[config.mk]
export PLATFORM = sky130hd
export DESIGN_NAME = pad_button_edge_event_generator_unit
export DESIGN_NICKNAME = d
export VERILOG_FILES = /design/src/rtl/pbeg_pkg.sv /design/src/rtl/pbeg_front.sv /design/src/rtl/pbeg_queue.sv /design/src/rtl/pbeg_back.sv /design/src/rtl/pad_button_edge_event_generator_unit.sv
export VERILOG_INCLUDE_DIRS = /design/src /design/src/rtl
export SDC_FILE = /design/constraint.sdc
export NUM_CORES = 1
export LEC_CHECK = 0
export ABC_AREA = 1
export ABC_CLOCK_PERIOD_IN_PS = 6200
export BUFFER_PORTS_ARGS = -buffer_cell sky130_fd_sc_hd__clkbuf_2
export CAP_MARGIN = 20
export CORE_MARGIN = 2
export CORE_UTILIZATION = 59
export CTS_CLUSTER_SIZE = 14
export DETAILED_ROUTE_END_ITERATION = 16
export HOLD_SLACK_MARGIN = 0.1
export PLACE_DENSITY = 0.8
export SETUP_SLACK_MARGIN = 0.4
export SKIP_LAST_GASP = 1
export SYNTH_ARGS = -nofsm -noshare
export SYNTH_HDL_FRONTEND = slang
export SYNTH_SLANG_ARGS = --single-unit
[constraint.sdc]
create_clock -name clock -period 6.2 [get_ports clock]
set_input_delay 0.62 -clock clock [delete_from_list [all_inputs] [get_ports clock]]
set_output_delay 0.62 -clock clock [all_outputs]
set_load 0.005 [all_outputs]
[src/rtl/pad_button_edge_event_generator_unit_defines.svh]
// Assertion macros shared by the button event generator modules.
`ifndef PAD_BUTTON_EDGE_EVENT_GENERATOR_UNIT_DEFINES_SVH
`define PAD_BUTTON_EDGE_EVENT_GENERATOR_UNIT_DEFINES_SVH

// Same-cycle implication, checked on every rising edge outside reset.
`define PBEG_ASSERT_NOW(label, ante, cons, msg) \
   label: assert property (@(posedge clock) disable iff (reset) (ante) |-> (cons)) \
      else $error(msg);

// Next-cycle implication, checked on every rising edge outside reset.
`define PBEG_ASSERT_NEXT(label, ante, cons, msg) \
   label: assert property (@(posedge clock) disable iff (reset) (ante) |=> (cons)) \
      else $error(msg);

`endif

[src/rtl/pbeg_pkg.sv]
// Shared constants, key map table and types for the button event generator.
package pbeg_pkg;

   // Button vector: 16 digital bits plus two virtual trigger bits.
   localparam int VEC_W          = 18;
   localparam int KEY_COUNT      = 16;
   localparam int KEY_W          = 4;
   localparam int MAP_ENTRIES_DEF = 16;

   // Bit positions inside the button vector.
   localparam int BIT_UP     = 0;
   localparam int BIT_DOWN   = 1;
   localparam int BIT_LEFT   = 2;
   localparam int BIT_RIGHT  = 3;
   localparam int BIT_START  = 4;
   localparam int BIT_BACK   = 5;
   localparam int BIT_LTHUMB = 6;
   localparam int BIT_RTHUMB = 7;
   localparam int BIT_LB     = 8;
   localparam int BIT_RB     = 9;
   localparam int BIT_A      = 12;
   localparam int BIT_B      = 13;
   localparam int BIT_X      = 14;
   localparam int BIT_Y      = 15;
   localparam int BIT_LT     = 16;
   localparam int BIT_RT     = 17;

   // Map entry to button vector bit, in event order.
   localparam int KEY_BIT_POS [KEY_COUNT] = '{
      BIT_LT, BIT_RT, BIT_A, BIT_B, BIT_X, BIT_Y, BIT_BACK, BIT_START,
      BIT_LB, BIT_RB, BIT_LTHUMB, BIT_RTHUMB, BIT_UP, BIT_DOWN, BIT_LEFT, BIT_RIGHT
   };

   // Configuration register indexes.
   localparam int CSR_INDEX_W = 2;
   localparam int CSR_DATA_W  = 15;
   localparam logic [CSR_INDEX_W-1:0] CSR_STICK_BIND_MODE   = 2'd0;
   localparam logic [CSR_INDEX_W-1:0] CSR_TRIGGER_THRESHOLD = 2'd1;
   localparam logic [CSR_INDEX_W-1:0] CSR_STICK_THRESHOLD   = 2'd2;

   // Register widths and reset values.
   localparam int MODE_W      = 3;
   localparam int TRIG_W      = 8;
   localparam int STICK_THR_W = 15;
   localparam int AXIS_W      = 16;
   localparam logic [TRIG_W-1:0]      TRIG_THR_RST  = 8'd30;
   localparam logic [STICK_THR_W-1:0] STICK_THR_RST = 15'd22000;

   // Stick bind modes; the remaining codes bind nothing.
   localparam logic [MODE_W-1:0] BIND_NONE          = 3'd0;
   localparam logic [MODE_W-1:0] BIND_DPAD          = 3'd1;
   localparam logic [MODE_W-1:0] BIND_FACE          = 3'd2;
   localparam logic [MODE_W-1:0] BIND_SHOULDER      = 3'd3;
   localparam logic [MODE_W-1:0] BIND_SHOULDER_FACE = 3'd4;
   localparam logic [MODE_W-1:0] BIND_DPAD_X        = 3'd5;

   // Stream widths.
   localparam int REQ_DATA_W = 64;
   localparam int RSP_DATA_W = 8;

   // Poll queue between front and back.
   localparam int Q_DEPTH = 2;
   localparam int Q_PTR_W = (Q_DEPTH > 1) ? $clog2(Q_DEPTH) : 1;
   localparam int Q_CNT_W = $clog2(Q_DEPTH + 1);

   typedef enum logic {
      BK_IDLE,
      BK_SCAN
   } back_state_type;

endpackage

[src/rtl/pbeg_front.sv]
// Front part: configuration registers, button vector build and change detection.
module pbeg_front #(
   parameter int MAP_ENTRIES = pbeg_pkg::MAP_ENTRIES_DEF,
   localparam int EVT_ENTRIES = (MAP_ENTRIES > pbeg_pkg::KEY_COUNT) ?
                                pbeg_pkg::KEY_COUNT : MAP_ENTRIES
) (
   input  logic                                clock,
   input  logic                                reset,
   input  logic                                csr_valid,
   output logic                                csr_ready,
   input  logic [pbeg_pkg::CSR_INDEX_W-1:0]    csr_index,
   input  logic [pbeg_pkg::CSR_DATA_W-1:0]     csr_data,
   input  logic                                req_tvalid,
   output logic                                req_tready,
   input  logic [pbeg_pkg::REQ_DATA_W-1:0]     req_tdata,
   input  logic                                q_full,
   output logic                                q_push,
   output logic [2*EVT_ENTRIES-1:0]            q_push_data
);

   logic [pbeg_pkg::MODE_W-1:0]      mode_ff, mode_in;
   logic [pbeg_pkg::TRIG_W-1:0]      trig_thr_ff, trig_thr_in;
   logic [pbeg_pkg::STICK_THR_W-1:0] stick_thr_ff, stick_thr_in;
   logic [pbeg_pkg::VEC_W-1:0]       prev_ff, prev_in;

   logic [15:0]                      button_word;
   logic [pbeg_pkg::TRIG_W-1:0]      left_trigger, right_trigger;
   logic [pbeg_pkg::AXIS_W-1:0]      right_stick_x, right_stick_y;
   logic signed [pbeg_pkg::AXIS_W:0] x_s, y_s, t_pos, t_neg;
   logic                             x_pos, x_neg, y_pos, y_neg;
   logic [pbeg_pkg::VEC_W-1:0]       vec;
   logic [EVT_ENTRIES-1:0]           change, press;
   logic                             accept;

   assign button_word   = req_tdata[15:0];
   assign left_trigger  = req_tdata[23:16];
   assign right_trigger = req_tdata[31:24];
   assign right_stick_x = req_tdata[47:32];
   assign right_stick_y = req_tdata[63:48];

   assign csr_ready  = 1'b1;
   assign req_tready = !q_full;
   assign accept     = req_tvalid && req_tready;

   // Register writes; an index beyond the list is dropped.
   always_comb begin
      mode_in      = mode_ff;
      trig_thr_in  = trig_thr_ff;
      stick_thr_in = stick_thr_ff;
      if (csr_valid) begin
         unique case (csr_index)
            pbeg_pkg::CSR_STICK_BIND_MODE:   mode_in      = csr_data[pbeg_pkg::MODE_W-1:0];
            pbeg_pkg::CSR_TRIGGER_THRESHOLD: trig_thr_in  = csr_data[pbeg_pkg::TRIG_W-1:0];
            pbeg_pkg::CSR_STICK_THRESHOLD:   stick_thr_in = csr_data;
            default: ;
         endcase
      end
   end

   // Axis classification against +/- threshold, one bit wider to hold -t.
   always_comb begin
      x_s   = signed'({right_stick_x[pbeg_pkg::AXIS_W-1], right_stick_x});
      y_s   = signed'({right_stick_y[pbeg_pkg::AXIS_W-1], right_stick_y});
      t_pos = signed'({2'b00, stick_thr_ff});
      t_neg = -t_pos;
      x_pos = x_s > t_pos;
      x_neg = x_s < t_neg;
      y_pos = y_s > t_pos;
      y_neg = y_s < t_neg;
   end

   always_comb begin
      vec = {2'b00, button_word};
      if (left_trigger > trig_thr_ff) begin
         vec[pbeg_pkg::BIT_LT] = 1'b1;
      end
      if (right_trigger > trig_thr_ff) begin
         vec[pbeg_pkg::BIT_RT] = 1'b1;
      end
      unique case (mode_ff)
         pbeg_pkg::BIND_DPAD: begin
            if (x_pos) vec[pbeg_pkg::BIT_RIGHT] = 1'b1;
            if (x_neg) vec[pbeg_pkg::BIT_LEFT]  = 1'b1;
            if (y_pos) vec[pbeg_pkg::BIT_UP]    = 1'b1;
            if (y_neg) vec[pbeg_pkg::BIT_DOWN]  = 1'b1;
         end
         pbeg_pkg::BIND_FACE: begin
            if (x_pos) vec[pbeg_pkg::BIT_B] = 1'b1;
            if (x_neg) vec[pbeg_pkg::BIT_X] = 1'b1;
            if (y_pos) vec[pbeg_pkg::BIT_Y] = 1'b1;
            if (y_neg) vec[pbeg_pkg::BIT_A] = 1'b1;
         end
         pbeg_pkg::BIND_SHOULDER: begin
            if (x_pos) vec[pbeg_pkg::BIT_RB] = 1'b1;
            if (x_neg) vec[pbeg_pkg::BIT_LB] = 1'b1;
         end
         pbeg_pkg::BIND_SHOULDER_FACE: begin
            if (x_pos) vec[pbeg_pkg::BIT_RB] = 1'b1;
            if (x_neg) vec[pbeg_pkg::BIT_LB] = 1'b1;
            if (y_pos) vec[pbeg_pkg::BIT_Y]  = 1'b1;
            if (y_neg) vec[pbeg_pkg::BIT_A]  = 1'b1;
         end
         pbeg_pkg::BIND_DPAD_X: begin
            if (x_pos) vec[pbeg_pkg::BIT_RIGHT] = 1'b1;
            if (x_neg) vec[pbeg_pkg::BIT_LEFT]  = 1'b1;
         end
         default: ;
      endcase
   end

   // Per map entry: changed since last poll, and its new level.
   for (genvar e = 0; e < EVT_ENTRIES; e++) begin : g_entry
      assign change[e] = vec[pbeg_pkg::KEY_BIT_POS[e]] ^ prev_ff[pbeg_pkg::KEY_BIT_POS[e]];
      assign press[e]  = vec[pbeg_pkg::KEY_BIT_POS[e]];
   end

   assign prev_in     = accept ? vec : prev_ff;
   assign q_push      = accept && (change != '0);
   assign q_push_data = {press, change};

   always_ff @(posedge clock) begin
      if (reset) begin
         mode_ff      <= pbeg_pkg::BIND_NONE;
         trig_thr_ff  <= pbeg_pkg::TRIG_THR_RST;
         stick_thr_ff <= pbeg_pkg::STICK_THR_RST;
         prev_ff      <= '0;
      end else begin
         mode_ff      <= mode_in;
         trig_thr_ff  <= trig_thr_in;
         stick_thr_ff <= stick_thr_in;
         prev_ff      <= prev_in;
      end
   end

endmodule

[src/rtl/pbeg_queue.sv]
// Short queue of change and level masks between the front and back parts.
`include "pad_button_edge_event_generator_unit_defines.svh"

module pbeg_queue #(
   parameter int WIDTH = 2 * pbeg_pkg::MAP_ENTRIES_DEF
) (
   input  logic             clock,
   input  logic             reset,
   input  logic             push,
   input  logic [WIDTH-1:0] push_data,
   output logic             full,
   input  logic             pop,
   output logic [WIDTH-1:0] pop_data,
   output logic             empty
);

   logic [WIDTH-1:0]             mem_ff [pbeg_pkg::Q_DEPTH];
   logic [pbeg_pkg::Q_PTR_W-1:0] wr_ptr_ff, wr_ptr_in;
   logic [pbeg_pkg::Q_PTR_W-1:0] rd_ptr_ff, rd_ptr_in;
   logic [pbeg_pkg::Q_CNT_W-1:0] count_ff, count_in;
   logic                         do_push, do_pop;

   assign full     = count_ff == pbeg_pkg::Q_CNT_W'(pbeg_pkg::Q_DEPTH);
   assign empty    = count_ff == '0;
   assign pop_data = mem_ff[rd_ptr_ff];
   assign do_push  = push && !full;
   assign do_pop   = pop && !empty;

   always_comb begin
      wr_ptr_in = wr_ptr_ff;
      rd_ptr_in = rd_ptr_ff;
      count_in  = count_ff;
      if (do_push) begin
         wr_ptr_in = (wr_ptr_ff == pbeg_pkg::Q_PTR_W'(pbeg_pkg::Q_DEPTH - 1)) ?
                     '0 : wr_ptr_ff + 1'b1;
      end
      if (do_pop) begin
         rd_ptr_in = (rd_ptr_ff == pbeg_pkg::Q_PTR_W'(pbeg_pkg::Q_DEPTH - 1)) ?
                     '0 : rd_ptr_ff + 1'b1;
      end
      if (do_push && !do_pop) begin
         count_in = count_ff + 1'b1;
      end else if (do_pop && !do_push) begin
         count_in = count_ff - 1'b1;
      end
   end

   always_ff @(posedge clock) begin
      if (do_push) begin
         mem_ff[wr_ptr_ff] <= push_data;
      end
   end

   always_ff @(posedge clock) begin
      if (reset) begin
         wr_ptr_ff <= '0;
         rd_ptr_ff <= '0;
         count_ff  <= '0;
      end else begin
         wr_ptr_ff <= wr_ptr_in;
         rd_ptr_ff <= rd_ptr_in;
         count_ff  <= count_in;
      end
   end

   `PBEG_ASSERT_NOW(a_no_overflow, push, !full, "poll pushed into a full queue")
   `PBEG_ASSERT_NEXT(a_count_up, push && !full && !(pop && !empty),
      count_ff == $past(count_ff) + 1'b1, "queue count did not advance on push")
   `PBEG_ASSERT_NOW(a_ptr_match, empty || full, wr_ptr_ff == rd_ptr_ff,
      "queue pointers disagree with count")

endmodule

[src/rtl/pbeg_back.sv]
// Back part: scan a change mask in map order and emit one event per set entry.
`include "pad_button_edge_event_generator_unit_defines.svh"

module pbeg_back #(
   parameter int MAP_ENTRIES = pbeg_pkg::MAP_ENTRIES_DEF,
   localparam int EVT_ENTRIES = (MAP_ENTRIES > pbeg_pkg::KEY_COUNT) ?
                                pbeg_pkg::KEY_COUNT : MAP_ENTRIES,
   localparam int IDX_W = (EVT_ENTRIES > 1) ? $clog2(EVT_ENTRIES) : 1
) (
   input  logic                               clock,
   input  logic                               reset,
   input  logic                               q_empty,
   input  logic [2*EVT_ENTRIES-1:0]           q_data,
   output logic                               q_pop,
   output logic                               rsp_tvalid,
   input  logic                               rsp_tready,
   output logic [pbeg_pkg::RSP_DATA_W-1:0]    rsp_tdata,
   output logic                               rsp_tlast
);

   pbeg_pkg::back_state_type state_ff, state_in;

   logic [IDX_W-1:0]           idx_ff, idx_in;
   logic [EVT_ENTRIES-1:0]     remain_ff, remain_in;
   logic [EVT_ENTRIES-1:0]     press_ff, press_in;
   logic                       out_valid_ff, out_valid_in;
   logic [pbeg_pkg::KEY_W-1:0] out_index_ff, out_index_in;
   logic                       out_pressed_ff, out_pressed_in;
   logic                       out_last_ff, out_last_in;

   logic [EVT_ENTRIES-1:0]     remain_clr;
   logic                       out_free, bit_set, step, done, emit;

   assign out_free   = !out_valid_ff || rsp_tready;
   assign bit_set    = remain_ff[idx_ff];
   assign remain_clr = remain_ff & ~(EVT_ENTRIES'(1) << idx_ff);

   // Next state.
   always_comb begin
      state_in = state_ff;
      unique case (state_ff)
         pbeg_pkg::BK_IDLE: if (!q_empty) state_in = pbeg_pkg::BK_SCAN;
         pbeg_pkg::BK_SCAN: if (done)     state_in = pbeg_pkg::BK_IDLE;
         default:                         state_in = pbeg_pkg::BK_IDLE;
      endcase
   end

   // Outputs and datapath control; an unset entry advances even while stalled.
   always_comb begin
      q_pop = 1'b0;
      step  = 1'b0;
      emit  = 1'b0;
      done  = 1'b0;
      unique case (state_ff)
         pbeg_pkg::BK_IDLE: q_pop = !q_empty;
         pbeg_pkg::BK_SCAN: begin
            step = !bit_set || out_free;
            emit = bit_set && out_free;
            done = step && (remain_clr == '0);
         end
         default: ;
      endcase
   end

   always_comb begin
      idx_in    = idx_ff;
      remain_in = remain_ff;
      press_in  = press_ff;
      if (q_pop) begin
         idx_in    = '0;
         remain_in = q_data[EVT_ENTRIES-1:0];
         press_in  = q_data[2*EVT_ENTRIES-1:EVT_ENTRIES];
      end else if (step) begin
         idx_in    = idx_ff + 1'b1;
         remain_in = remain_clr;
      end
   end

   // Output register: load on emit, drop once taken.
   always_comb begin
      out_valid_in   = out_valid_ff;
      out_index_in   = out_index_ff;
      out_pressed_in = out_pressed_ff;
      out_last_in    = out_last_ff;
      if (emit) begin
         out_valid_in   = 1'b1;
         out_index_in   = pbeg_pkg::KEY_W'(idx_ff);
         out_pressed_in = press_ff[idx_ff];
         out_last_in    = remain_clr == '0;
      end else if (rsp_tready) begin
         out_valid_in = 1'b0;
      end
   end

   always_ff @(posedge clock) begin
      if (reset) begin
         state_ff     <= pbeg_pkg::BK_IDLE;
         remain_ff    <= '0;
         out_valid_ff <= 1'b0;
      end else begin
         state_ff     <= state_in;
         remain_ff    <= remain_in;
         out_valid_ff <= out_valid_in;
      end
   end

   always_ff @(posedge clock) begin
      idx_ff         <= idx_in;
      press_ff       <= press_in;
      out_index_ff   <= out_index_in;
      out_pressed_ff <= out_pressed_in;
      out_last_ff    <= out_last_in;
   end

   assign rsp_tvalid = out_valid_ff;
   assign rsp_tdata  = {{(pbeg_pkg::RSP_DATA_W - pbeg_pkg::KEY_W - 1){1'b0}},
                        out_pressed_ff, out_index_ff};
   assign rsp_tlast  = out_last_ff;

   `PBEG_ASSERT_NOW(a_scan_has_work, 1'b1,
      (state_ff == pbeg_pkg::BK_SCAN) == (remain_ff != '0),
      "scan state and pending mask disagree")
   `PBEG_ASSERT_NOW(a_idx_range, state_ff == pbeg_pkg::BK_SCAN,
      idx_ff <= IDX_W'(EVT_ENTRIES - 1), "scan index beyond map")

endmodule

[src/rtl/pad_button_edge_event_generator_unit.sv]
// Top level of the gamepad button edge event generator.
//
// Channel   Dir  Handshake              Payload
// -------   ---  ---------------------  ---------------------------------------------
// req_      in   req_tvalid/req_tready  tdata: button_word, left_trigger,
//                                       right_trigger, right_stick_x, right_stick_y
// rsp_      out  rsp_tvalid/rsp_tready  tdata: key_index, key_pressed; tlast: last_event
// csr_      in   csr_valid/csr_ready    csr_index, csr_data (register write)
//
// A poll is classified in the cycle it is accepted; the front takes one poll per
// cycle while the two-entry poll queue has room. Polls that change no mapped
// button leave no trace beyond updating the stored button vector.
// The back scans a queued change mask one map entry per cycle, though a set entry
// waits while the output stalls: it pops the mask in its idle state, then scans
// up to the last set entry, emitting at most one event per cycle.
// A stalled result holds in the output register; scanning of set entries pauses
// meanwhile, and the front keeps accepting polls until the queue fills.
// Reset clears the stored vector to all released and loads register defaults;
// there is no clearing pass. csr_ready is always high.
module pad_button_edge_event_generator_unit #(
   parameter int MAP_ENTRIES = pbeg_pkg::MAP_ENTRIES_DEF
) (
   input  logic                               clock,
   input  logic                               reset,
   // [15:0] button_word, [23:16] left_trigger, [31:24] right_trigger,
   // [47:32] right_stick_x, [63:48] right_stick_y
   input  logic                               req_tvalid,
   output logic                               req_tready,
   input  logic [pbeg_pkg::REQ_DATA_W-1:0]    req_tdata,
   // [3:0] key_index, [4] key_pressed, [7:5] zero
   output logic                               rsp_tvalid,
   input  logic                               rsp_tready,
   output logic [pbeg_pkg::RSP_DATA_W-1:0]    rsp_tdata,
   output logic                               rsp_tlast,
   input  logic                               csr_valid,
   output logic                               csr_ready,
   input  logic [pbeg_pkg::CSR_INDEX_W-1:0]   csr_index,
   input  logic [pbeg_pkg::CSR_DATA_W-1:0]    csr_data
);

   // Events exist only for the first sixteen map entries.
   localparam int EVT_ENTRIES = (MAP_ENTRIES > pbeg_pkg::KEY_COUNT) ?
                                pbeg_pkg::KEY_COUNT : MAP_ENTRIES;

   logic                     q_push, q_full, q_pop, q_empty;
   logic [2*EVT_ENTRIES-1:0] q_push_data, q_pop_data;

   // Classify each poll into a change mask and a level mask.
   pbeg_front #(
      .MAP_ENTRIES (MAP_ENTRIES)
   ) u_front (
      .clock       (clock),
      .reset       (reset),
      .csr_valid   (csr_valid),
      .csr_ready   (csr_ready),
      .csr_index   (csr_index),
      .csr_data    (csr_data),
      .req_tvalid  (req_tvalid),
      .req_tready  (req_tready),
      .req_tdata   (req_tdata),
      .q_full      (q_full),
      .q_push      (q_push),
      .q_push_data (q_push_data)
   );

   // Decouple classification from event emission.
   pbeg_queue #(
      .WIDTH (2 * EVT_ENTRIES)
   ) u_queue (
      .clock     (clock),
      .reset     (reset),
      .push      (q_push),
      .push_data (q_push_data),
      .full      (q_full),
      .pop       (q_pop),
      .pop_data  (q_pop_data),
      .empty     (q_empty)
   );

   // Walk each mask in map order, one event per set entry.
   pbeg_back #(
      .MAP_ENTRIES (MAP_ENTRIES)
   ) u_back (
      .clock      (clock),
      .reset      (reset),
      .q_empty    (q_empty),
      .q_data     (q_pop_data),
      .q_pop      (q_pop),
      .rsp_tvalid (rsp_tvalid),
      .rsp_tready (rsp_tready),
      .rsp_tdata  (rsp_tdata),
      .rsp_tlast  (rsp_tlast)
   );

endmodule
==> run summary <==
Top Ports: 98
Pwr Total: 3.60 mW
Via density: 5.67
Synth-to-layout area growth: 13.5%
Effective utilization at floorplan: 60.6%
Sink of the worst hold path: u_front.stick_thr_ff[12]
Yosys top cell area share: 29.1%
Drt total wl: 20.3 mm
TritonCTS Buffers: 17
Area of the multi-input gates: 4310 um2
Period utilization: 72.2%
Sequential area share after synthesis: 44.6%
Layout cells sized above 1: 18.9%
Max stage delay cell, worst path: dfxtp_1
GR Overflow Total: 0
Comb power frac: 30.5%
Setup TNS: 0 ps
FMAX: 0.223 GHz
Clk_skew: 11.1 ps
TritonCTS clock tree: yes
GRT Util Overall: 25.9%
DRT Pass-1 Iters: 5
Area contributors post-synth: edfxtp_1 (29%), dfxtp_1 (16%), ha_1 (12%)
Core area: 14,600 um2
Clock network power share: 28.1%
Hold_sp: csr_data[12]
Final ANT Viol Nets: 0
CP Data Arrival Time: 4780 ps
Net switching power: 1.21 mW
Cells after Synth: 981
Switching share of power: 33.6%
VDD IR max: 0.000251 V
Worst Setup SP: u_front.stick_thr_ff[1]
CP Capture Type: flop
Core Rows: 44
Post-detail-place hpwl: 14.7 mm
Worst-path clk slew: 60 ps
Synth area leader: edfxtp_1
Global-route wire length before repair: 32.7 mm
Die Y-Extent: 127 um
# fillers: 1,158
Outcome: completed
Reg2reg start: u_front.stick_thr_ff[1]
R2r setup slk: 1730 ps
Sequential power share: 41.4%
Min Tclk post-route: 4470 ps
Actual slew at the worst max-slew pin: 1100 ps
Final setup fails: 0
Critical Path RT: 6510 ps
Post-synth EDFFs: 86
CTS root buffer: clkbuf_16
Worst reg2reg path depth: 32
Largest net degree at the start of global routing: 39
Hold Path Class: input port to flop
Clock Tree Buf Depth: 2
R2R Path End: u_queue.count_ff[1]
Register bit total from synthesis: 155
Post-synth top cells: nand2_1 (146), inv_1 (125), edfxtp_1 (86)
Routed WL per cell: 16.1 um
Fin. max-slew vios: 0
Clock Sinks: 155
Power per cell area: 357 nW/um2
Register Area: 3960 um2
Critical path class: flop to flop
Count leader, synth: nand2_1
Worst-Skew Late Latency: 430 ps
Die area: 16,100 um2
Postcts setup bufs: 0
Initial antenna violation count: 0
Worst slew margin: 26.4%
Internal Power: 2.39 mW
Unrepaired setup endpoints after global routing: no
DR vias: 7,175
Die W: 127 um
Vias in the first global route: 6,760
Distinct cell type count after synthesis: 48
Antenna Diode Count: 0
DR iter-0 viols: 766
Post-Syn Area: 8880 um2
Routability cong.: 0.963
Most used DFF post-synth: edfxtp_1
Hold depth: 3
Worst-path fanout max: 4
Worst setup SP type: flop
Mean Syn Cell Area: 9.05 um2
PortBufs: 91
Hold-fix buffers, CTS: 0
Post-cts gate resize count: 0
Yosys warning count: 0
P_leak: 4.49 nW
H-Tree Depth: 4
Post-route DRC: 0
Asr flop ratio synth: 0%
Crit path largest cell delay: 330 ps
Finished Core Util: 68.8%
Final Hold Violating Endpoints: 0
Nets: 1,237
Max cap viols: 0
-- cell usage in the layout (no fill, tap or decap), types with 3 or more instances in the layout --
cell type	count
o211ai_1	15
dfxtp_1	69
inv_1	125
nand2_2	18
nor2_1	74
o22ai_1	5
clkinv_1	7
a2bb2oi_1	4
nand2_1	146
nor2_4	4
conb_1	4
nand2_4	3
mux2_2	31
nor4_1	4
clkbuf_2	91
nand4_1	13
clkbuf_1	3
a31oi_1	16
ha_1	82
nand3_1	36
nand3b_1	4
o2111ai_1	4
edfxtp_1	86
nor3_1	4
clkbuf_16	17
o21ai_0	72
xor2_1	17
a21boi_0	4
nand3_2	10
bufinv_16	3
clkinv_2	4
a21oi_1	73
buf_4	6
-- worst max path at each step --
stage                                end  slack [ps]  cells after the start
floorplan           u_queue.mem_ff[0][0]        1640                     27
global placement     u_queue.count_ff[1]        1930                     32
detailed placement   u_queue.count_ff[1]        1830                     32
CTS                  u_queue.count_ff[1]        1790                     32
global route         u_queue.count_ff[1]        1220                     32
finish               u_queue.count_ff[1]        1730                     32
-- power by group through the flow --
stage	clock, mW	combinational [mW]	sequential (mW)
floorplan	0	0.808	1.46
global placement	0	1.05	1.50
detailed placement	0	1.07	1.50
CTS	1.03	1.09	1.49
global route	1.07	1.22	1.51
finish	1.01	1.10	1.49
-- critical path: cells and delay by family (launching register included) --
kind,cells,cell delay [ps]
AO/OA/AOI/OAI,4,440
adder cells (fa/ha/maj),3,840
XOR/XNOR,1,200
buffers and inverters,4,330
flip-flops,1,330
AND/OR/NAND/NOR,20,2240
-- routing by layer --
layer | share of wire, % | vias up | global-route usage [%]
met5 | 0 | - | 0
met4 | 1.5 | 0 | 7.82
met3 | 6.1 | 32 | 5.78
met2 | 47 | 263 | 42.5
met1 | 46 | 3331 | 34.8
li1 | - | 3549 | -
-- stage by stage --
| stage | cells | hold slack (ps) | setup WS (ps) | instance area [um2] |
|---|---|---|---|---|
| floorplan | 983 | 426 | 1640 | 8890 |
| global placement | 1233 | 436 | 1930 | 9490 |
| detailed placement | 1233 | 467 | 1830 | 9490 |
| CTS | 1265 | 415 | 1790 | 10100 |
| global route | 1266 | 421 | 1220 | 10100 |
| finish | 1266 | 425 | 1730 | 10100 |
-- state kept, by name, indices dropped and copies added, names as in the netlist, named ones only --
register	count
u_back.state_ff	1
u_queue.count_ff	2
u_queue.mem_ff	64
u_queue.wr_ptr_ff	1
u_back.rsp_tvalid	1
u_front.prev_ff	16
u_back.press_ff	16
u_front.trig_thr_ff	8
u_back.out_index_ff	4
u_front.mode_ff	3
u_queue.rd_ptr_ff	1
u_back.out_pressed_ff	1
u_front.stick_thr_ff	15
u_back.idx_ff	4
u_back.remain_ff	16
u_back.rsp_tlast	1
-- area by class of cell --
| class | count | share of cell area, % |
|---|---|---|
| multi-input cells | 669 | 42.8 |
| flip-flops and latches | 155 | 39.3 |
| repair buffers | 98 | 5.24 |
| inverters | 128 | 4.77 |
| clock buffers | 20 | 4.33 |
| well taps | 184 | 2.28 |
| clock inverters | 12 | 1.28 |
-- cells by family after synthesis --
logic type,Yosys count,share of synthesized area (%)
adder cells (fa/ha/maj),82,11.6
multiplexers,32,4.04
AO/OA/AOI/OAI,208,13.4
buffers and inverters,159,7.02
AND/OR/NAND/NOR,325,17.5
other,2,0.0846
XOR/XNOR,18,1.78
flip-flops,155,44.6
Power figures use the tool's default switching activity.
